$ cat src/hw/rtl/scl_pkg.sv
// Shared types, widths and test codes for the shape collision tester.
// Used by every stage module and by the top level; depends on nothing.
package scl_pkg;

   localparam int COORD_BITS = 24;
   localparam int SIZE_BITS  = COORD_BITS - 1;
   localparam int DIFF_BITS  = COORD_BITS + 3;
   localparam int OPND_BITS  = COORD_BITS + 1;
   localparam int SQR_BITS   = 2 * OPND_BITS;
   localparam int RAD_BITS   = COORD_BITS;
   localparam int MODE_BITS  = 4;

   localparam logic [MODE_BITS-1:0] MODE_RECT_IN_RECT = 4'd0;
   localparam logic [MODE_BITS-1:0] MODE_CIRC_IN_CIRC = 4'd1;
   localparam logic [MODE_BITS-1:0] MODE_CIRC_IN_RECT = 4'd2;
   localparam logic [MODE_BITS-1:0] MODE_RECT_IN_CIRC = 4'd3;
   localparam logic [MODE_BITS-1:0] MODE_RECT_RECT    = 4'd4;
   localparam logic [MODE_BITS-1:0] MODE_CIRC_CIRC    = 4'd5;
   localparam logic [MODE_BITS-1:0] MODE_RECT_CIRC    = 4'd6;
   localparam logic [MODE_BITS-1:0] MODE_PT_IN_RECT   = 4'd7;
   localparam logic [MODE_BITS-1:0] MODE_PT_IN_CIRC   = 4'd8;

   typedef logic signed [DIFF_BITS-1:0] diff_type;

   // how the last stage forms the answer
   typedef enum logic [1:0] {
      KIND_FIXED,
      KIND_LE,
      KIND_LT4
   } kind_type;

   typedef struct packed {
      logic [MODE_BITS-1:0]         mode;
      logic signed [COORD_BITS-1:0] a_x;
      logic signed [COORD_BITS-1:0] a_y;
      logic [SIZE_BITS-1:0]         a_width;
      logic [SIZE_BITS-1:0]         a_height;
      logic [SIZE_BITS-1:0]         a_radius;
      logic signed [COORD_BITS-1:0] b_x;
      logic signed [COORD_BITS-1:0] b_y;
      logic [SIZE_BITS-1:0]         b_width;
      logic [SIZE_BITS-1:0]         b_height;
      logic [SIZE_BITS-1:0]         b_radius;
   } req_type;

   typedef struct packed {
      logic [MODE_BITS-1:0] mode;
      diff_type             dxa;
      diff_type             dya;
      diff_type             dxe;
      diff_type             dye;
      diff_type             dxb;
      diff_type             dyb;
      diff_type             dxeb;
      diff_type             dyeb;
      diff_type             qx;
      diff_type             qy;
      diff_type             tx;
      diff_type             ty;
      diff_type             ux;
      diff_type             uy;
      diff_type             rawx;
      diff_type             rawy;
      logic [SIZE_BITS-1:0] aw;
      logic [SIZE_BITS-1:0] ah;
      logic [RAD_BITS-1:0]  rad;
      logic                 rad_ok;
   } s1_type;

   typedef struct packed {
      kind_type             kind;
      logic                 fixed_hit;
      logic [OPND_BITS-1:0] m0;
      logic [OPND_BITS-1:0] m1;
      logic [OPND_BITS-1:0] m2;
      logic [OPND_BITS-1:0] m3;
      logic [OPND_BITS-1:0] m4;
   } s2_type;

   typedef struct packed {
      kind_type            kind;
      logic                fixed_hit;
      logic [SQR_BITS-1:0] sx0;
      logic [SQR_BITS-1:0] sy0;
      logic [SQR_BITS-1:0] sx1;
      logic [SQR_BITS-1:0] sy1;
      logic [SQR_BITS-1:0] sr;
   } s3_type;

endpackage

$ cat src/hw/rtl/scl_select.sv
// Stage 2: sign tests, rectangle decisions and multiplier operand selection.
// Depends on scl_pkg.
module scl_select
   import scl_pkg::*;
(
   input  logic   clock,
   input  logic   reset,
   input  logic   up_valid,
   output logic   up_ready,
   input  s1_type up_data,
   output logic   dn_valid,
   input  logic   dn_ready,
   output s2_type dn_data
);

   logic     valid_ff;
   logic     valid_in;
   s2_type   data_ff;
   s2_type   data_in;
   diff_type aw, ah, dx6, dy6, cx, cy;
   logic     in_ab, in_ba, open_hit, pt_hit, circ_hit, far, near;
   diff_type mx_a, my_a, mx_e, my_e;

   function automatic diff_type mag(input diff_type v);
      return v[DIFF_BITS-1] ? -v : v;
   endfunction

   always_comb begin
      aw  = {{(DIFF_BITS-SIZE_BITS){1'b0}}, up_data.aw};
      ah  = {{(DIFF_BITS-SIZE_BITS){1'b0}}, up_data.ah};
      dx6 = mag(up_data.ux);
      dy6 = mag(up_data.uy);
      cx  = dx6 - aw;
      cy  = dy6 - ah;
      far  = (dx6 > up_data.rawx) || (dy6 > up_data.rawy);
      near = (dx6 <= aw) || (dy6 <= ah);

      in_ab = (up_data.dxa >= 0) && (up_data.dxeb <= 0) &&
              (up_data.dya >= 0) && (up_data.dyeb <= 0);
      in_ba = (up_data.dxa <= 0) && (up_data.dxeb >= 0) &&
              (up_data.dya <= 0) && (up_data.dyeb >= 0);
      open_hit = (up_data.dxb < 0) && (up_data.dxe > 0) &&
                 (up_data.dyb < 0) && (up_data.dye > 0);
      pt_hit = (up_data.dxa >= 0) && (up_data.dxb <= 0) &&
               (up_data.dya >= 0) && (up_data.dyb <= 0);
      circ_hit = (up_data.qx < up_data.tx) && (up_data.qx > -up_data.tx) &&
                 (up_data.qy < up_data.ty) && (up_data.qy > -up_data.ty);

      mx_a = mag(up_data.dxa);
      my_a = mag(up_data.dya);
      mx_e = mag(up_data.dxe);
      my_e = mag(up_data.dye);

      data_in.m2 = mx_e[OPND_BITS-1:0];
      data_in.m3 = my_e[OPND_BITS-1:0];
      data_in.m4 = {1'b0, up_data.rad};
      if (up_data.mode == MODE_RECT_CIRC) begin
         data_in.m0 = cx[OPND_BITS-1:0];
         data_in.m1 = cy[OPND_BITS-1:0];
      end else begin
         data_in.m0 = mx_a[OPND_BITS-1:0];
         data_in.m1 = my_a[OPND_BITS-1:0];
      end

      unique case (up_data.mode)
         MODE_RECT_IN_RECT: begin
            data_in.kind      = KIND_FIXED;
            data_in.fixed_hit = in_ab;
         end
         MODE_CIRC_IN_CIRC: begin
            data_in.kind      = up_data.rad_ok ? KIND_LE : KIND_FIXED;
            data_in.fixed_hit = 1'b0;
         end
         MODE_CIRC_IN_RECT: begin
            data_in.kind      = KIND_FIXED;
            data_in.fixed_hit = circ_hit;
         end
         MODE_RECT_IN_CIRC: begin
            data_in.kind      = KIND_LT4;
            data_in.fixed_hit = 1'b0;
         end
         MODE_RECT_RECT: begin
            data_in.kind      = KIND_FIXED;
            data_in.fixed_hit = open_hit || in_ab || in_ba;
         end
         MODE_CIRC_CIRC, MODE_PT_IN_CIRC: begin
            data_in.kind      = KIND_LE;
            data_in.fixed_hit = 1'b0;
         end
         MODE_RECT_CIRC: begin
            data_in.kind      = (far || near) ? KIND_FIXED : KIND_LE;
            data_in.fixed_hit = !far && near;
         end
         MODE_PT_IN_RECT: begin
            data_in.kind      = KIND_FIXED;
            data_in.fixed_hit = pt_hit;
         end
         default: begin
            data_in.kind      = KIND_FIXED;
            data_in.fixed_hit = 1'b0;
         end
      endcase
   end

   assign up_ready = !valid_ff || dn_ready;
   assign valid_in = up_ready ? up_valid : valid_ff;

   always_ff @(posedge clock) begin
      if (reset) begin
         valid_ff <= 1'b0;
      end else begin
         valid_ff <= valid_in;
      end
   end

   always_ff @(posedge clock) begin
      if (up_ready && up_valid) begin
         data_ff <= data_in;
      end
   end

   assign dn_valid = valid_ff;
   assign dn_data  = data_ff;

endmodule

$ cat config.mk
export PLATFORM = sky130hd
export DESIGN_NAME = scl_select
export DESIGN_NICKNAME = d
export VERILOG_FILES = /design/src/hw/rtl/scl_pkg.sv /design/src/hw/rtl/scl_select.sv
export SDC_FILE = /design/constraint.sdc
export NUM_CORES = 1
export LEC_CHECK = 0
export ABC_CLOCK_PERIOD_IN_PS = 4500
export BUFFER_PORTS_ARGS = -buffer_cell sky130_fd_sc_hd__buf_2
export CELL_PAD_IN_SITES_DETAIL_PLACEMENT = 1
export CELL_PAD_IN_SITES_GLOBAL_PLACEMENT = 2
export CORE_MARGIN = 2
export CORE_UTILIZATION = 25
export CTS_CLUSTER_SIZE = 28
export DETAILED_ROUTE_END_ITERATION = 8
export PLACE_DENSITY_LB_ADDON = 0.25
export SLEW_MARGIN = 0
export SYNTH_ARGS = -nofsm -noshare
export SYNTH_HDL_FRONTEND = slang
export SYNTH_SLANG_ARGS = --single-unit
$ cat constraint.sdc
create_clock -name clock -period 4.5 [get_ports clock]
set_input_delay 0.9 -clock clock [delete_from_list [all_inputs] [get_ports clock]]
set_output_delay 0.9 -clock clock [all_outputs]
set_load 0.005 [all_outputs]
== Word-level counts from Yosys, hierarchy flattened ==
Cells that the tools add are included.

* Reductions and logical operators: 27
* Mux-type cells: 10
* Order comparisons: 22
* Add/sub/neg operators: 10
* Eq/ne operators: 8

{| class="wikitable"
|+ Operator list
! kind !! count
|-
| 27-bit by 1-bit <= comparator with 1-bit output (second input constant) || 6
|-
| 27-bit by 1-bit greater-or-equal comparator with 1-bit output (second input constant) || 4
|-
| 27-bit > comparator || 4
|-
| 27-bit negator || 4
|-
| 25-bit two-way mux || 4
|-
| 25-bit negator || 4
|-
| 27-bit by 1-bit > comparator with 1-bit output (second input constant) || 2
|-
| 27-bit by 24-bit <= comparator with 1-bit output || 2
|-
| 27-bit by 1-bit less-than comparator with 1-bit output (second input constant) || 2
|-
| 27-bit less-than comparator || 2
|-
| 27-bit two-way mux || 2
|-
| 50-bit two-way mux || 1
|-
| 25-bit by 24-bit subtractor with 25-bit output || 2
|-
| 3-bit case mux with 8 select lines || 1
|-
| 1-bit logical AND || 17
|-
| 4-bit by 3-bit equality test with 1-bit output (second input constant) || 4
|-
| 4-bit by 2-bit equality test with 1-bit output (second input constant) || 2
|-
| 1-bit logical OR || 6
|-
| 4-bit by 1-bit equality test with 1-bit output (second input constant) || 1
|-
| 4-bit equality test (second input constant) || 1
|-
| 4-bit zero test || 1
|-
| 1-bit zero test || 2
|-
| 1-bit two-way mux || 2
|-
| 2-bit OR reduction || 1
|}

* Input bits: 511
* Output and inout port bits: 130
* Flip-flop bits (word level): 128
* Word-level logic and storage cells: 85

== Depth between registers and ports, before layout ==
* Word-level depth: 7
* Mapped depth: 18
* Mapped depth without buffers: 18

== Worst setup path after synthesis ==
No wires, ideal clock.

* Kind: input-to-reg
* Start point: input up_data[162] (netlist name)
* End point: register data_ff, in the netlist dn_data[125] (data pin)
* Path slack: -404 ps
* Setup time: 261 ps
* Stages: 14
* Required time: 4239 ps
* Buffers on the path: 0
* Arrival time: 4643 ps
* Cells stage by stage: or4_4 -> or4_4 -> or3_1 -> o21ai_0 -> xnor2_1 -> ha_1 -> and4_1 -> a221o_1 -> o2bb2ai_1 -> a2111oi_0 -> o21ai_0 -> xnor2_1 -> a221oi_1 -> a221o_1

{| class="wikitable"
|+ RTL lines
! what !! RTL line !! RTL
|-
| from (decl) || scl_select.sv:10 || <nowiki>input s1_type up_data,</nowiki>
|-
| to (signal assigned) || scl_select.sv:118 || <nowiki>data_ff <= data_in;</nowiki>
|-
| to (decl) || scl_select.sv:18 || <nowiki>s2_type data_ff;</nowiki>
|}

==> impl_metrics.json <==
{
  "synth_warnings": 0,
  "p_int_w": 0.00322,
  "p_seq_frac": 0.290,
  "die_h_um": 248,
  "hold_viol_final": 0,
  "syn_to_final_growth_pct": 49.1,
  "timing.final.max_slew_violations": 0,
  "wire_per_inst_um": 21.1,
  "timing.final.crit_share": 1.03,
  "switching_share": 0.363,
  "crit_type": "input pin to register",
  "rsz0062_at_grt": "true",
  "startpoint_type": "input pin",
  "design_area_um2": 22200,
  "synth-edff-count": 127,
  "setup_violations": 2,
  "synth.avg_cell_area_um2": 8.54,
  "initial_core_util": 0.252,
  "layout-drive-gt1-share": 0.390,
  "worst_slew_pin_slew_ns": 0.697,
  "clockPowerShare": 0.281,
  "num_rows": 89,
  "max_freq_mhz": 215,
  "worst_slack_ns": -0.154,
  "num_io_pins": 641,
  "dp_hpwl_um": 63900,
  "core_area_um2": 58900,
  "ys_types": 66,
  "syn_inst": 1741,
  "cap_violations": 0,
  "synth_ff_type": "edfxtp_1",
  "ys_seq_area_frac": 0.258,
  "totalWireLength_um": 73300,
  "finalClockSkew_ns": 0.0112,
  "cp.required_ns": 4.73,
  "crit_arrival_ns": 4.89,
  "p_leak_nw": 10.6,
  "fin_cells": 3481,
  "syn_nets": 2468,
  "io_buffers": 639,
  "critPathMaxFanout": 3,
  "vias": 17000,
  "cts_tree": "built",
  "grt_overflow": 0,
  "cts_hold_buf": 0,
  "ys_seq_elements": 128,
  "grt_max_degree": 65,
  "antenna_found_initial": 34,
  "fin_nets": 3396,
  "drc": 0,
  "die_area_um2": 61400,
  "hold_class": "register to register",
  "preCtsSetupSlack_ns": -0.938,
  "outcome": "complete, but fails checks",
  "dp.cells": 3419,
  "finalCriticalPeriod_ns": 4.65,
  "first_global_vias": 18100,
  "p_sw_w": 0.00184,
  "drtIter0Drc": 538,
  "layout_commonest_cell": "buf_2",
  "endpoint_kind": "register",
  "firstDrtPassIters": 4,
  "drtAntennaViolNets": 0,
  "violations": "setup timing",
  "place.gp.congestion": 0.881,
  "htreeDepth": 4,
  "clk_latency_ns": 0.47,
  "crit_slowest_cell": "or4_4",
  "hold-worst-slack_ns": 0.583,
  "clkSlewWorstSetupHoldPaths_ns": 0.08,
  "timing.reg2reg.setup_slack_ns": 2.61,
  "cts_buffer_depth": 2,
  "grt_pass1_wl_um": 105000,
  "max-slew-margin-rel": 0.536,
  "grt_use_total": 0.230,
  "crit_chain": "buf_6 -> or4_4 -> or4_4 -> or4_4 -> o31ai_4 -> xnor2_1 -> ha_1 -> and4_4 -> o2111ai_1 -> a21oi_1 -> a2111oi_4 -> o21ai_2 -> xnor2_2 -> a221oi_4 -> a221o_1",
  "clock-sinks": 128,
  "crit_top_cell": "or4_4",
  "place_area_um2": 21200,
  "async_flop_share": 0,
  "clock-root-buffer": "clkbuf_16",
  "mostFrequentLayoutCells": "buf_2 (637), buf_4 (300), ha_1 (213)",
  "combPwrFrac": 0.429,
  "syn-cell-area_um2": 14900,
  "drt-vias-per-instance": 4.89,
  "powerDensity_nw_per_um2": 228,
  "vdd_ir_drop_max_mv": 0.275,
  "chipWidth_um": 248,
  "cts_made_buffers": 17,
  "cpPeakStageDelay_ns": 0.60,
  "fillers": 7256
}
## cells in the mapped netlist, types with 3 or more instances
cell | instances | area share
a2111oi_0 | 3 | 0.0018
a211o_1 | 4 | 0.0024
a211oi_1 | 15 | 0.0076
a21o_1 | 53 | 0.027
a21oi_1 | 93 | 0.031
a31o_2 | 4 | 0.0024
a31oi_1 | 7 | 0.0029
a32oi_1 | 3 | 0.0018
a41oi_1 | 5 | 0.0029
and2_1 | 7 | 0.0029
and3_1 | 9 | 0.0038
and4_1 | 7 | 0.0041
clkbuf_1 | 30 | 0.0076
edfxtp_1 | 127 | 0.26
ha_1 | 214 | 0.18
inv_1 | 190 | 0.048
mux2i_1 | 4 | 0.0027
nand2_1 | 118 | 0.030
nand2b_1 | 23 | 0.0097
nand3_1 | 27 | 0.0091
nand4_1 | 44 | 0.019
nor2_1 | 104 | 0.026
nor2b_1 | 8 | 0.0034
nor3_1 | 46 | 0.015
nor4_1 | 41 | 0.017
nor4_2 | 3 | 0.0025
o2111ai_1 | 4 | 0.0024
o211ai_1 | 5 | 0.0025
o21a_1 | 7 | 0.0035
o21ai_0 | 125 | 0.042
o21bai_1 | 6 | 0.0030
o31ai_1 | 52 | 0.026
o41ai_1 | 20 | 0.012
or2_2 | 10 | 0.0042
or3_1 | 24 | 0.010
or4_1 | 31 | 0.016
or4_4 | 5 | 0.0038
xnor2_1 | 197 | 0.12
xor2_1 | 29 | 0.017
## power groups by stage
stage          combinational, W  clock, W  sequential (W)
5_1_grt                 0.00240   0.00151         0.00148
2_1_floorplan           0.00101         0         0.00151
3_5_place_dp            0.00213         0         0.00150
6_report                0.00217   0.00142         0.00147
3_3_place_gp            0.00208         0         0.00150
4_1_cts                 0.00216   0.00147         0.00147
## per-stage QoR
| stage | util | total power [W] | TNS (ns) |
|---|---|---|---|
| after floorplan | - | 0.00251 | -0.388 |
| after global placement | 0.360 | 0.00358 | -6.84 |
| after detailed placement | 0.360 | 0.00363 | -8.01 |
| after CTS | 0.372 | 0.00511 | -0.157 |
| after global routing | 0.376 | 0.00539 | -0.766 |
| final | 0.376 | 0.00506 | -0.160 |
## sequential cells by signal, indices dropped and copies added (netlist names)
register,flops
dn_data,127
dn_valid,1
## logic make-up after synthesis
kind of cell	count (synthesis)	synth area share
multiplexers	4	0.00269
buffers and inverters	224	0.0569
AO/OA/AOI/OAI	426	0.183
XOR/XNOR	227	0.135
AND/OR/NAND/NOR	515	0.181
other	1	0.000252
adder cells (fa/ha/maj)	216	0.183
flip-flops	128	0.258
## metal layers
| layer | vias up | wire length [µm] | global-route usage |
|---|---|---|---|
| met2 | 420 | 39000 | 0.430 |
| met1 | 8196 | 28300 | 0.247 |
| li1 | 8279 | - | - |
| met5 | - | 57 | 0 |
| met4 | 8 | 2770 | 0.120 |
| met3 | 110 | 3110 | 0.0386 |
## worst max-delay path: cells and delay by family
family / cells / cell delay [ns]
buffers and inverters: 1 / 0.09
adders and majority gates: 1 / 0.27
xor gates and xnor gates: 2 / 0.42
AOI/OAI and AO/OA: 7 / 1.32
and+or+nand+nor: 4 / 1.89
## timing repair
| item | in CTS | in global routing |
|---|---|---|
| pin swaps | 4 | 11 |
| resized for setup | 22 | 29 |
| endpoints found under the setup margin | 5 | 10 |
| buffers inserted | 2 | 3 |
## final cells by class
type	instances	area, µm²	share of cell area
Multi-Input combinational cell	1389	10500	0.474
Inverter	191	717	0.0323
Clock inverter	14	125	0.00564
Timing Repair Buffer	942	5510	0.249
Antenna cell	26	65.1	0.00293
Sequential cell	128	3830	0.173
Tap cell	773	967	0.0436
Clock buffer	18	439	0.0198
## final timing paths
path | start | end | cells after the start
worst max-delay path | up_data[162] | dn_data[125] | 15
worst min-delay path | dn_valid | dn_valid | 2
worst max register to register | dn_valid | dn_data[119] | 3
worst min register to register | dn_valid | dn_valid | 2
Note: power is estimated with default switching activity, not from simulation.
