[config.mk]
export PLATFORM = sky130hd
export DESIGN_NAME = scl_diff
export DESIGN_NICKNAME = d
export VERILOG_FILES = /design/src/hw/rtl/scl_pkg.sv /design/src/hw/rtl/scl_diff.sv
export SDC_FILE = /design/constraint.sdc
export NUM_CORES = 1
export LEC_CHECK = 0
export ABC_AREA = 1
export ABC_CLOCK_PERIOD_IN_PS = 80400
export BUFFER_PORTS_ARGS = -buffer_cell sky130_fd_sc_hd__buf_4
export CORE_MARGIN = 2
export CORE_UTILIZATION = 30
export DETAILED_ROUTE_END_ITERATION = 7
export SYNTH_ARGS = -nofsm -noshare
export SYNTH_HDL_FRONTEND = slang
export SYNTH_SLANG_ARGS = --single-unit
export TNS_END_PERCENT = 1
[constraint.sdc]
create_clock -name clock -period 80.4 [get_ports clock]
set_input_delay 8.04 -clock clock [delete_from_list [all_inputs] [get_ports clock]]
set_output_delay 8.04 -clock clock [all_outputs]
set_load 0.05 [all_outputs]
[src/hw/rtl/scl_pkg.sv]
// Shared types, widths and test codes for the shape collision tester.
// Used by every stage module and by the top level; depends on nothing.
package scl_pkg;

   localparam int COORD_BITS = 24;
   localparam int SIZE_BITS  = COORD_BITS - 1;
   localparam int DIFF_BITS  = COORD_BITS + 3;
   localparam int OPND_BITS  = COORD_BITS + 1;
   localparam int SQR_BITS   = 2 * OPND_BITS;
   localparam int RAD_BITS   = COORD_BITS;
   localparam int MODE_BITS  = 4;

   localparam logic [MODE_BITS-1:0] MODE_RECT_IN_RECT = 4'd0;
   localparam logic [MODE_BITS-1:0] MODE_CIRC_IN_CIRC = 4'd1;
   localparam logic [MODE_BITS-1:0] MODE_CIRC_IN_RECT = 4'd2;
   localparam logic [MODE_BITS-1:0] MODE_RECT_IN_CIRC = 4'd3;
   localparam logic [MODE_BITS-1:0] MODE_RECT_RECT    = 4'd4;
   localparam logic [MODE_BITS-1:0] MODE_CIRC_CIRC    = 4'd5;
   localparam logic [MODE_BITS-1:0] MODE_RECT_CIRC    = 4'd6;
   localparam logic [MODE_BITS-1:0] MODE_PT_IN_RECT   = 4'd7;
   localparam logic [MODE_BITS-1:0] MODE_PT_IN_CIRC   = 4'd8;

   typedef logic signed [DIFF_BITS-1:0] diff_type;

   // how the last stage forms the answer
   typedef enum logic [1:0] {
      KIND_FIXED,
      KIND_LE,
      KIND_LT4
   } kind_type;

   typedef struct packed {
      logic [MODE_BITS-1:0]         mode;
      logic signed [COORD_BITS-1:0] a_x;
      logic signed [COORD_BITS-1:0] a_y;
      logic [SIZE_BITS-1:0]         a_width;
      logic [SIZE_BITS-1:0]         a_height;
      logic [SIZE_BITS-1:0]         a_radius;
      logic signed [COORD_BITS-1:0] b_x;
      logic signed [COORD_BITS-1:0] b_y;
      logic [SIZE_BITS-1:0]         b_width;
      logic [SIZE_BITS-1:0]         b_height;
      logic [SIZE_BITS-1:0]         b_radius;
   } req_type;

   typedef struct packed {
      logic [MODE_BITS-1:0] mode;
      diff_type             dxa;
      diff_type             dya;
      diff_type             dxe;
      diff_type             dye;
      diff_type             dxb;
      diff_type             dyb;
      diff_type             dxeb;
      diff_type             dyeb;
      diff_type             qx;
      diff_type             qy;
      diff_type             tx;
      diff_type             ty;
      diff_type             ux;
      diff_type             uy;
      diff_type             rawx;
      diff_type             rawy;
      logic [SIZE_BITS-1:0] aw;
      logic [SIZE_BITS-1:0] ah;
      logic [RAD_BITS-1:0]  rad;
      logic                 rad_ok;
   } s1_type;

   typedef struct packed {
      kind_type             kind;
      logic                 fixed_hit;
      logic [OPND_BITS-1:0] m0;
      logic [OPND_BITS-1:0] m1;
      logic [OPND_BITS-1:0] m2;
      logic [OPND_BITS-1:0] m3;
      logic [OPND_BITS-1:0] m4;
   } s2_type;

   typedef struct packed {
      kind_type            kind;
      logic                fixed_hit;
      logic [SQR_BITS-1:0] sx0;
      logic [SQR_BITS-1:0] sy0;
      logic [SQR_BITS-1:0] sx1;
      logic [SQR_BITS-1:0] sy1;
      logic [SQR_BITS-1:0] sr;
   } s3_type;

endpackage

[src/hw/rtl/scl_diff.sv]
// Stage 1: edge, center and radius differences of the two shapes.
// Depends on scl_pkg.
module scl_diff
   import scl_pkg::*;
(
   input  logic    clock,
   input  logic    reset,
   input  logic    up_valid,
   output logic    up_ready,
   input  req_type up_data,
   output logic    dn_valid,
   input  logic    dn_ready,
   output s1_type  dn_data
);

   logic     valid_ff;
   logic     valid_in;
   s1_type   data_ff;
   s1_type   data_in;
   diff_type ax, ay, bx, by, aw, ah, bw, bh, ard, brd;
   logic [RAD_BITS-1:0] ar, br;

   always_comb begin
      ax  = {{(DIFF_BITS-COORD_BITS){up_data.a_x[COORD_BITS-1]}}, up_data.a_x};
      ay  = {{(DIFF_BITS-COORD_BITS){up_data.a_y[COORD_BITS-1]}}, up_data.a_y};
      bx  = {{(DIFF_BITS-COORD_BITS){up_data.b_x[COORD_BITS-1]}}, up_data.b_x};
      by  = {{(DIFF_BITS-COORD_BITS){up_data.b_y[COORD_BITS-1]}}, up_data.b_y};
      aw  = {{(DIFF_BITS-SIZE_BITS){1'b0}}, up_data.a_width};
      ah  = {{(DIFF_BITS-SIZE_BITS){1'b0}}, up_data.a_height};
      bw  = {{(DIFF_BITS-SIZE_BITS){1'b0}}, up_data.b_width};
      bh  = {{(DIFF_BITS-SIZE_BITS){1'b0}}, up_data.b_height};
      ard = {{(DIFF_BITS-SIZE_BITS){1'b0}}, up_data.a_radius};
      brd = {{(DIFF_BITS-SIZE_BITS){1'b0}}, up_data.b_radius};
      ar  = {1'b0, up_data.a_radius};
      br  = {1'b0, up_data.b_radius};

      data_in.mode = up_data.mode;
      data_in.dxa  = ax - bx;
      data_in.dya  = ay - by;
      data_in.dxe  = ax + aw - bx;
      data_in.dye  = ay + ah - by;
      data_in.dxb  = ax - bx - bw;
      data_in.dyb  = ay - by - bh;
      data_in.dxeb = ax + aw - bx - bw;
      data_in.dyeb = ay + ah - by - bh;
      // doubled coordinates: center offsets without half sizes
      data_in.qx   = ((ax - bx) <<< 1) - bw;
      data_in.qy   = ((ay - by) <<< 1) - bh;
      data_in.tx   = bw - (ard <<< 1);
      data_in.ty   = bh - (ard <<< 1);
      data_in.ux   = ((ax - bx) <<< 1) + aw;
      data_in.uy   = ((ay - by) <<< 1) + ah;
      data_in.rawx = (brd <<< 1) + aw;
      data_in.rawy = (brd <<< 1) + ah;
      data_in.aw   = up_data.a_width;
      data_in.ah   = up_data.a_height;

      unique case (up_data.mode)
         MODE_CIRC_IN_CIRC: begin
            data_in.rad    = br - ar;
            data_in.rad_ok = (ar <= br);
         end
         MODE_RECT_IN_CIRC, MODE_PT_IN_CIRC: begin
            data_in.rad    = br;
            data_in.rad_ok = 1'b1;
         end
         MODE_CIRC_CIRC: begin
            data_in.rad    = ar + br;
            data_in.rad_ok = 1'b1;
         end
         MODE_RECT_CIRC: begin
            data_in.rad    = br << 1;
            data_in.rad_ok = 1'b1;
         end
         default: begin
            data_in.rad    = '0;
            data_in.rad_ok = 1'b1;
         end
      endcase
   end

   assign up_ready = !valid_ff || dn_ready;
   assign valid_in = up_ready ? up_valid : valid_ff;

   always_ff @(posedge clock) begin
      if (reset) begin
         valid_ff <= 1'b0;
      end else begin
         valid_ff <= valid_in;
      end
   end

   always_ff @(posedge clock) begin
      if (up_ready && up_valid) begin
         data_ff <= data_in;
      end
   end

   assign dn_valid = valid_ff;
   assign dn_data  = data_ff;

endmodule

[After elaboration in Yosys (flattened, before gate mapping)]
Cells that the tools add are included.
Widths: inputs -> output; s select.
Cells by class
  add/subtract/negate cells: 20
  $lt $le $gt $ge: 1
  equality and inequality tests: 5
  multiplexer cells: 1
  reductions and logical operators: 4
Operators with widths (count)
  $sub 26x24->27: 4
  $sub 25x24->26: 4
  $pmux 25 s4: 1
  $add 26x24->27: 2
  $add 24x23->25: 2
  $add 24x24->25: 2
  $sub 23x24->25: 2
  $sub 24x24->25: 2
  $add 23x23->24: 1
  $sub 23x23->24: 1
  $le 23x23->1: 1
  $eq 4x3->1 const B: 2
  $eq 4x1->1 const B: 1
  $eq 4x2->1 const B: 1
  $eq 4x4->1 const B: 1
  $reduce_or 2->1: 1
  $logic_and 1x1->1: 1
  $logic_not 1->1: 1
  $logic_or 1x1->1: 1
Word-level totals
  register bits: 502
  bits of input ports: 242
  output and inout bits: 509
  word-level logic and storage cells: 53

[Depth between registers and ports, before layout]
Gate-level depths: netlist of run 1.
  depth in word-level cells: 3
  gate-level depth with buffers: 28
  gate-level depth less buffers: 28

[Least setup slack after synthesis of run 1]
Ideal clock, no wire load.
  path kind: input-to-reg
  start: input up_valid
  end: register data_ff (netlist bit dn_data[0]), enable pin
  library setup time: 1.493 ns
  arrival: 31.294 ns
  data required time: 78.907 ns
  path slack: 47.613 ns
  stages on the path: 2
  buffers on the path: 0
  cells stage by stage: inv_1 a21oi_1
On the way
  longest elaborated chain between the ends: 1
RTL lines
  start, declared: RTL line scl_diff.sv:8  | input logic up_valid,
  $logic_and 1x1->1: RTL line scl_diff.sv:94  | if (up_ready && up_valid) begin
  end signal, assigned: RTL line scl_diff.sv:95  | data_ff <= data_in;
  end, declared: RTL line scl_diff.sv:18  | s1_type data_ff;
No other way between the ends.
A chain may end at the register's enable or synchronous reset.

[Worst setup path after layout of run 1]
  start: input dn_ready
  end: output up_ready
On the way
  longest elaborated chain between the ends: 1
RTL lines
  start, declared: RTL line scl_diff.sv:12  | input logic dn_ready,
  $logic_or 1x1->1: RTL line scl_diff.sv:82  | assign up_ready = !valid_ff || dn_ready;
  end, declared: RTL line scl_diff.sv:9  | output logic up_ready,
No other way between the ends.

==> summary.md, run 1 <==
| Metric | Value |
|---|---|
| Nets | `6323` |
| Total number of vias | `between 30000 and 40000` |
| Critical Path Fanout Max | `2` |
| Sequential share of the synthesized area | `around 37%` |
| Util after Layout | `between 30% and 40%` |
| Max rail drop VDD | `22.8 uV` |
| First-pass GRT wire length | `254000 um` |
| CTS Buffer Depth | `3` |
| Placed Area | `0.0473 mm2` |
| Crit path DAT | `8.55 ns` |
| Clk root buf | `clkbuf_16` |
| Cts repair resizes | `0` |
| Post-Synthesis Cells | `4818` |
| Hold Crit Class | `flop to flop` |
| Synth area leader | `edfxtp_1` |
| Most common cell after layout, fill and taps aside | `nand2_1` |
| Kind of critical path | `primary input to output pin` |
| CP endpoint kind | `output pin` |
| CP Cell Sequence | `buf_4 -> inv_1 -> nand2_1 -> buf_4` |
| CTS Buf Count | `60` |
| Fin cells | `7418` |
| Power Density | `29.3 mW/mm2` |
| R2R Setup Slk | `~77 ns` |
| H-tree depth | `2` |
| Placer Congestion | `about 1` |
| Area grow syn2layout | `24.6%` |
| Worst Path Buf+Inv | `3` |
| # DRC | `0` |
| Post-synth top area share | `between 30% and 40%` |
| Critical R2R Capture | `dn_data[393]` |
| Slew headroom | `17.2%` |
| Max-cap violations | `0` |
| Vias in the first global route | `36800` |
| Worst hold stages | `2` |
| Clock skew | `0.0185 ns` |
| Initial DRC count | `2934` |
| Post-synth EDFFs | `485` |
| Total Routing Usage GR | `26.2%` |
| Initial Utilization | `30.2%` |
| Critical Path Start Type | `primary input` |
| Core Region | `0.131 mm2` |
| Worst-Margin Slew | `1.24 ns` |
| Die Area | `0.135 mm2` |
| Unrepaired setup endpoints after global routing | `no` |
| Most common flop cell mapped by yosys | `edfxtp_1` |
| Setup_tns | `0 ns` |
| IO Pins | `751` |
| Clock latency on the worst-skew pair | `a little under 0.7 ns` |
| Post-synthesis instance area | `0.0395 mm2` |
| Aggregate global routing overflow | `0` |
| Run status | `completed` |
| IO buf count | `746` |
| Final setup viols | `0` |
| Post-layout minimum cycle time | `16.59 ns` |
| DR vias/cell | `5.07` |
| Synth area leaders | `edfxtp_1 (37%), ha_1 (13%), nand2_1 (10%)` |
| Post-CTS Setup Repair Bufs | `0` |
| Die Y | `367 um` |
| Syn_area_per_cell | `a little over 8 um2` |
| Die X | `around 370 um` |
| Synthesis-stage register bit count | `486` |
| Routed wire per std cell | `approximately 25 um` |
| Post-DP HPWL | `153000 um` |
| Total power | `about 0.0014 W` |
| WL final | `between 150000 and 200000 um` |
| # rows | `133` |
| Hold violation count in the final report | `0` |
| Pre-antenna DRT Iters | `6` |
| Share of post-route cells with drive strength above 1 | `16.1%` |
| Leak Pwr | `23.3 nW` |
| Clk sinks | `~500` |
| CTS clk-pin slew, worst paths | `around 0.06 ns` |
| Synth unique cells | `54` |
| Most used cell, CP | `buf_4` |
| DP Cell Count | `7300` |
| Pins Over Slew Limit | `0` |
| CP required | `72.36 ns` |
| Max Fclk | `~60 MHz` |
| Launching point of the worst reg2reg path | `dn_valid` |
| Hold Startpoint | `dn_valid` |
| Leading cell types in the layout, fill and taps excluded | `nand2_1 (1088), buf_4 (756), inv_1 (704)` |
| CP max stage delay | `0.20 ns` |
| WHS Endpoint | `dn_valid` |
| Worst Reg-to-Reg Cells | `4` |
| Initial antenna violation count | `22` |
| CTS tree | `built` |
| Antenna Nets Post-Route | `0` |
| Fillers | `13600` |
| Synth warn | `0` |
| Ys async rst share | `0%` |
| Slowest cell on crit path | `buf_4` |
| Cell family with most CP delay | `buffers and inverters` |
| Fin crit share | `20.6%` |
| Number of hold-repair buffers added at the cts stage | `0` |
| Cell area after layout | `0.0493 mm2` |
| Largest net degree at the start of global routing | `149` |
-- power breakdown --
group,switching (W),leakage [nW],total (W),internal (W)
registers,0.0000261,4.70,0.000391,0.000365
clock network,0.000120,0.952,0.000280,0.000160
logic,0.000554,17.6,0.000775,0.000221
-- cells by family (layout without fill, tap and decap cells) --
family / Yosys count / in the layout / share of synthesized area [%]
AOI/OAI and AO/OA: 879 / 879 / 12.4
adders and majority gates: 474 / 474 / 16.2
buffers and inverters: 743 / 1576 / 7.29
other: 1 / 13 / 0.00948
and+or+nand+nor: 1909 / 1909 / 20.1
xor gates and xnor gates: 326 / 326 / 7.22
DFF: 486 / 486 / 36.9
-- worst max path at each step --
| stage | depth (start not counted) | endpoint | slack, ns | startpoint |
|---|---|---|---|---|
| floorplan | 2 | dn_data[0] | 47.61 | up_valid |
| global placement | 4 | up_ready | 63.81 | dn_ready |
| detailed placement | 4 | up_ready | 63.82 | dn_ready |
| CTS | 4 | up_ready | 63.82 | dn_ready |
| global route | 4 | up_ready | 63.78 | dn_ready |
| finish | 4 | up_ready | 63.81 | dn_ready |
-- Yosys cell counts, types with 62 or more instances --
master	instances
inv_1	704
nand2_1	1088
ha_1	412
xor2_1	217
xnor2_1	109
a21oi_1	455
o21ai_0	217
nand4_1	71
nor2_1	386
fa_1	62
nand3_1	254
edfxtp_1	485
-- worst reg2reg max path: stages (launching register included) --
cell and delay [ns]:
dfxtp_1 0.36, a21oi_4 0.57, buf_12 0.55, buf_4 0.87, buf_4 0.83
-- final cells by class --
cell class	count	area, um2	area share [%]
antenna	9	22.5	0.0457
clock buffer	69	1580	3.20
clock inverter	40	404	0.820
inverter	709	2660	5.40
multi-input combinational	3592	22100	44.9
sequential	486	14600	29.6
tap	1755	2200	4.46
timing repair buffer	758	5720	11.6
-- stage by stage --
step / hold WS (ns) / setup slack, ns
after floorplan: 1.07 / 47.61
after global placement: 0.566 / 63.81
after detailed placement: 0.569 / 63.82
after CTS: 0.580 / 63.82
after global routing: 0.618 / 63.78
final: 0.581 / 63.81
-- flip-flops by register name, summed over array words and instances (netlist names) --
name / count
dn_valid: 1
dn_data: 485
-- routing by layer --
layer / part of all wire, % / wire, um / track usage (%)
met1: 39 / 71300 / 30.9
met2: 47 / 86200 / 44.7
met3: 8.1 / 14700 / 6.24
met4: 5.4 / 9860 / 12.2
met5: 0.076 / 138 / 0
(Power assumes the default switching activity.)
==> run 2, diff against run 1 <==
Settings changed: ABC_AREA 1 to 0, ABC_CLOCK_PERIOD_IN_PS 80400 to 13630.
Clock period 80.4 ns to 13.63 ns, I/O delays scaled along.
==> run 2 against run 1 <==
Net effect: worst hold slack improved by 0.032 ns; sequential cell count did not move; global-route usage is 4.2 points lower; sequential power increased to 5.8 times the previous value; wire length down 23%; design area shrank 7.5%; synthesized cell count fell by 27%; power rose to 5.6 times the previous value; combinational power rose to 5.3 times the previous value.
==> summary.md, run 2 <==
| Metric | Value |
|---|---|
| Run status | `completed` |
| Initial Utilization | `30.1% (about the same)` |
| Total power | `0.00805 W (+460%)` |
| Antenna Nets Post-Route | `0 (unchanged)` |
| IO buf count | `746 (unchanged)` |
| Total Routing Usage GR | `21.9% (-4.2 points)` |
| Synthesis-stage register bit count | `486 (unchanged)` |
| CTS Buf Count | `61 (+1.7%)` |
| Kind of critical path | `primary input to flop` |
| Max rail drop VDD | `119 uV (+420%)` |
| WL final | `140000 um (-23%)` |
| Clk sinks | `486 (unchanged)` |
| Critical Path Fanout Max | `4 (+2)` |
| Most instantiated cells after synthesis | `edfxtp_1 (485), inv_1 (423), ha_1 (412)` |
| Hold Crit Class | `flop to flop` |
| Slew headroom | `33.4% (+16 points)` |
| Leak Pwr | `20.4 nW (-13%)` |
| XOR/XNOR Fraction of Synth Area | `8.21% (+0.99 points)` |
| Pre-antenna DRT Iters | `5 (-1)` |
| Met2 usage | `38.2% (-6.5 points)` |
| Critical R2R Capture | `dn_data[190]` |
| Area share of fa/ha/maj cells after synthesis | `17.7% (+1.6 points)` |
| Fin crit share | `between 40% and 50%` |
| Die Area | `0.123 mm2 (-8.7%)` |
| Max-cap violations | `0 (unchanged)` |
| Total number of vias | `30100 (-20%)` |
| Worst Path Buf+Inv | `3 (unchanged)` |
| Aggregate global routing overflow | `0 (unchanged)` |
| CTS Buffer Depth | `3 (unchanged)` |
| Die X | `351 um (-4.5%)` |
| Nets | `5015 (-21%)` |
| Share of post-route cells with drive strength above 1 | `20.8% (+4.7 points)` |
| Cts repair resizes | `0 (unchanged)` |
| Launching point of the worst reg2reg path | `dn_valid` |
| Clk root buf | `clkbuf_16` |
| Setup_tns | `0 ns (unchanged)` |
| Post-Place Worst Slack | `6.57 ns (-57.25 ns)` |
| R2R Setup Slk | `9.64 ns (-67.10 ns)` |
| Placer Congestion | `1.01 (+3.5%)` |
| Synth area leaders | `edfxtp_1 (40%), ha_1 (14%), xnor2_1 (6.0%)` |
| Initial antenna violation count | `13 (-41%)` |
| Crit path DAT | `6.76 ns (-1.79 ns)` |
| Post-Synthesis Cells | `3525 (-27%)` |
| Pins Over Slew Limit | `0 (unchanged)` |
| Met3 Usage GRT | `6.07% (-0.17 points)` |
| Largest net degree at the start of global routing | `76 (-49%)` |
| Most used cell, CP | `a21oi_1` |
| Initial DRC count | `1794 (-39%)` |
| CTS tree | `built` |
| Synth warn | `0 (unchanged)` |
| Synth Area in Simple Gates | `9.98% (-10 points)` |
| Clock skew | `0.0308 ns (+0.0123 ns)` |
| Most common flop cell mapped by yosys | `edfxtp_1` |
| Worst-Margin Slew | `0.974 ns (-0.264 ns)` |
| Clock latency on the worst-skew pair | `0.69 ns (about the same)` |
| Worst hold stages | `2 (unchanged)` |
| Core Region | `0.120 mm2 (-8.8%)` |
| Post-DP HPWL | `117000 um (-24%)` |
| Number of hold-repair buffers added at the cts stage | `0 (unchanged)` |
| CP Cell Sequence | `buf_4 -> inv_1 -> fa_1 -> inv_1 -> ha_1 -> a21o_1 -> a21oi_1 -> o211ai_1 -> a31oi_1 -> o21bai_1 -> a21oi_1 -> o21bai_1 -> a21oi_1 -> xnor2_1 -> ha_1 -> o21ai_0 -> nand2b_1 -> a31o_2 -> a31o_1 -> a21o_1 -> a31o_2 -> a211o_1 -> a311o_1 -> xnor2_1` |
| Routing usage on met1 | `26.4% (-4.5 points)` |
| Power Density | `177 mW/mm2 (+500%)` |
| H-tree depth | `2 (unchanged)` |
| # rows | `127 (-4.5%)` |
| Unrepaired setup endpoints after global routing | `no` |
| Most Used Layer, Global Route | `met2` |
| First-pass GRT wire length | `197000 um (-22%)` |
| Ys async rst share | `0% (unchanged)` |
| Number of flip-flops in the largest register | `485 (unchanged)` |
| Sequential share of the synthesized area | `40.4% (+3.6 points)` |
| Slack of the critical path | `7.28 ns (-56.54 ns)` |
| CTS clk-pin slew, worst paths | `0.05 ns (about the same)` |
| # DRC | `0 (unchanged)` |
| Die Y | `351 um (-4.5%)` |
| Cell with the most instances after synthesis | `edfxtp_1` |
| Synth unique cells | `89 (+65%)` |
| DR vias/cell | `5.05 (-0.44%)` |
| Post-synthesis instance area | `0.0361 mm2 (-8.8%)` |
| Synth Area in Compound Gates | `18.2% (+5.8 points)` |
| Worst Reg-to-Reg Cells | `5 (+1)` |
| Hold violation count in the final report | `0 (unchanged)` |
| Area grow syn2layout | `26.4%` |
| Leading cell types in the layout, fill and taps excluded | `buf_4 (764), edfxtp_1 (485), inv_1 (423)` |
| CP max stage delay | `0.49 ns (+0.29 ns)` |
| Cell family with most CP delay | `compound AO/OA/AOI/OAI gates` |
| Largest family of logic cells by synthesized area | `compound AO/OA/AOI/OAI gates` |
| Max Fclk | `157 MHz` |
| Routed wire per std cell | `23.4 um (-4.6%)` |
| CP endpoint kind | `flop` |
| Vias in the first global route | `29900 (-19%)` |
| Post-synth top area share | `40.4% (+3.6 points)` |
| Post-CTS Setup Repair Bufs | `0 (unchanged)` |
| Syn_area_per_cell | `10.2 um2 (+25%)` |
| WHS Endpoint | `dn_valid` |
| IO Pins | `751 (unchanged)` |
| Most common cell after layout, fill and taps aside | `buf_4` |
| Post-synth EDFFs | `485 (unchanged)` |
| Critical Path Start Type | `primary input` |
| Synth area leader | `edfxtp_1` |
| CP required | `14.04 ns (-58.32 ns)` |
| Post-layout minimum cycle time | `6.35 ns` |
| Hold Startpoint | `dn_valid` |
| Multiplexer share of the synthesized area | `0.229% (+0.23 points)` |
| Slowest cell on crit path | `fa_1` |
| Final setup viols | `0 (unchanged)` |
-- run 2: worst max-delay path by stage --
stage / start / endpoint / slack [ns] / cells past startpoint
3_3_place_gp: up_data[141] / dn_data[311] / 6.62 / 22
4_1_cts: up_data[141] / dn_data[311] / 7.30 / 22
6_report: up_data[141] / dn_data[311] / 7.28 / 24
2_1_floorplan: dn_ready / dn_data[0] / 5.31 / 2
5_1_grt: up_data[210] / dn_data[339] / 6.94 / 23
3_5_place_dp: up_data[141] / dn_data[311] / 6.57 / 22
-- run 2: worst min-delay path: cells and delay by family (launching register included) --
kind / cells / cell delay, ns
flops: 1 / 0.31
simple gates: 1 / 0.17
compound gates: 1 / 0.09
-- run 2: cell families (layout without fill, tap and decap cells) --
kind of cell,after synthesis,in the layout
simple gates,729,729
fa+ha+maj,474,474
buf+inv,480,1301
other cells,1,7
mux,8,8
xor+xnor,337,337
flops,486,486
compound gates,1010,1010
-- run 2: report_power, final --
part,switching [W],internal [W],leakage (nW)
clock,0.000729,0.000954,0.982
sequential,0.000123,0.00214,4.70
combinational,0.00275,0.00136,14.7
-- run 2: through the flow --
stage / utilization [%] / cells / cell area [um2] / hold WS (ns)
4_1_cts: 38.1 / 5961 / 45600 / 0.625
2_1_floorplan: - / 3528 / 36100 / 1.11
5_1_grt: 38.1 / 5963 / 45600 / 0.653
3_3_place_gp: 36.4 / 5848 / 43500 / 0.616
3_5_place_dp: 36.4 / 5848 / 43500 / 0.615
6_report: 38.1 / 5964 / 45600 / 0.613
-- run 2: area by class of cell --
cell class	count	area, um2
tap	1612	2020
sequential	486	14600
clock inverter	43	450
inverter	424	1590
multi-input combinational	2562	19600
fill	11900	74100
antenna	3	7.51
clock buffer	70	1580
timing repair buffer	764	5740
-- run 2: per-layer routing --
metal  vias up  part of all wire (%)
li1      14300                     -
met1     14500                    40
met2      1102                    48
met3       176                   8.8
met4        14                   2.8
met5         -                 0.059
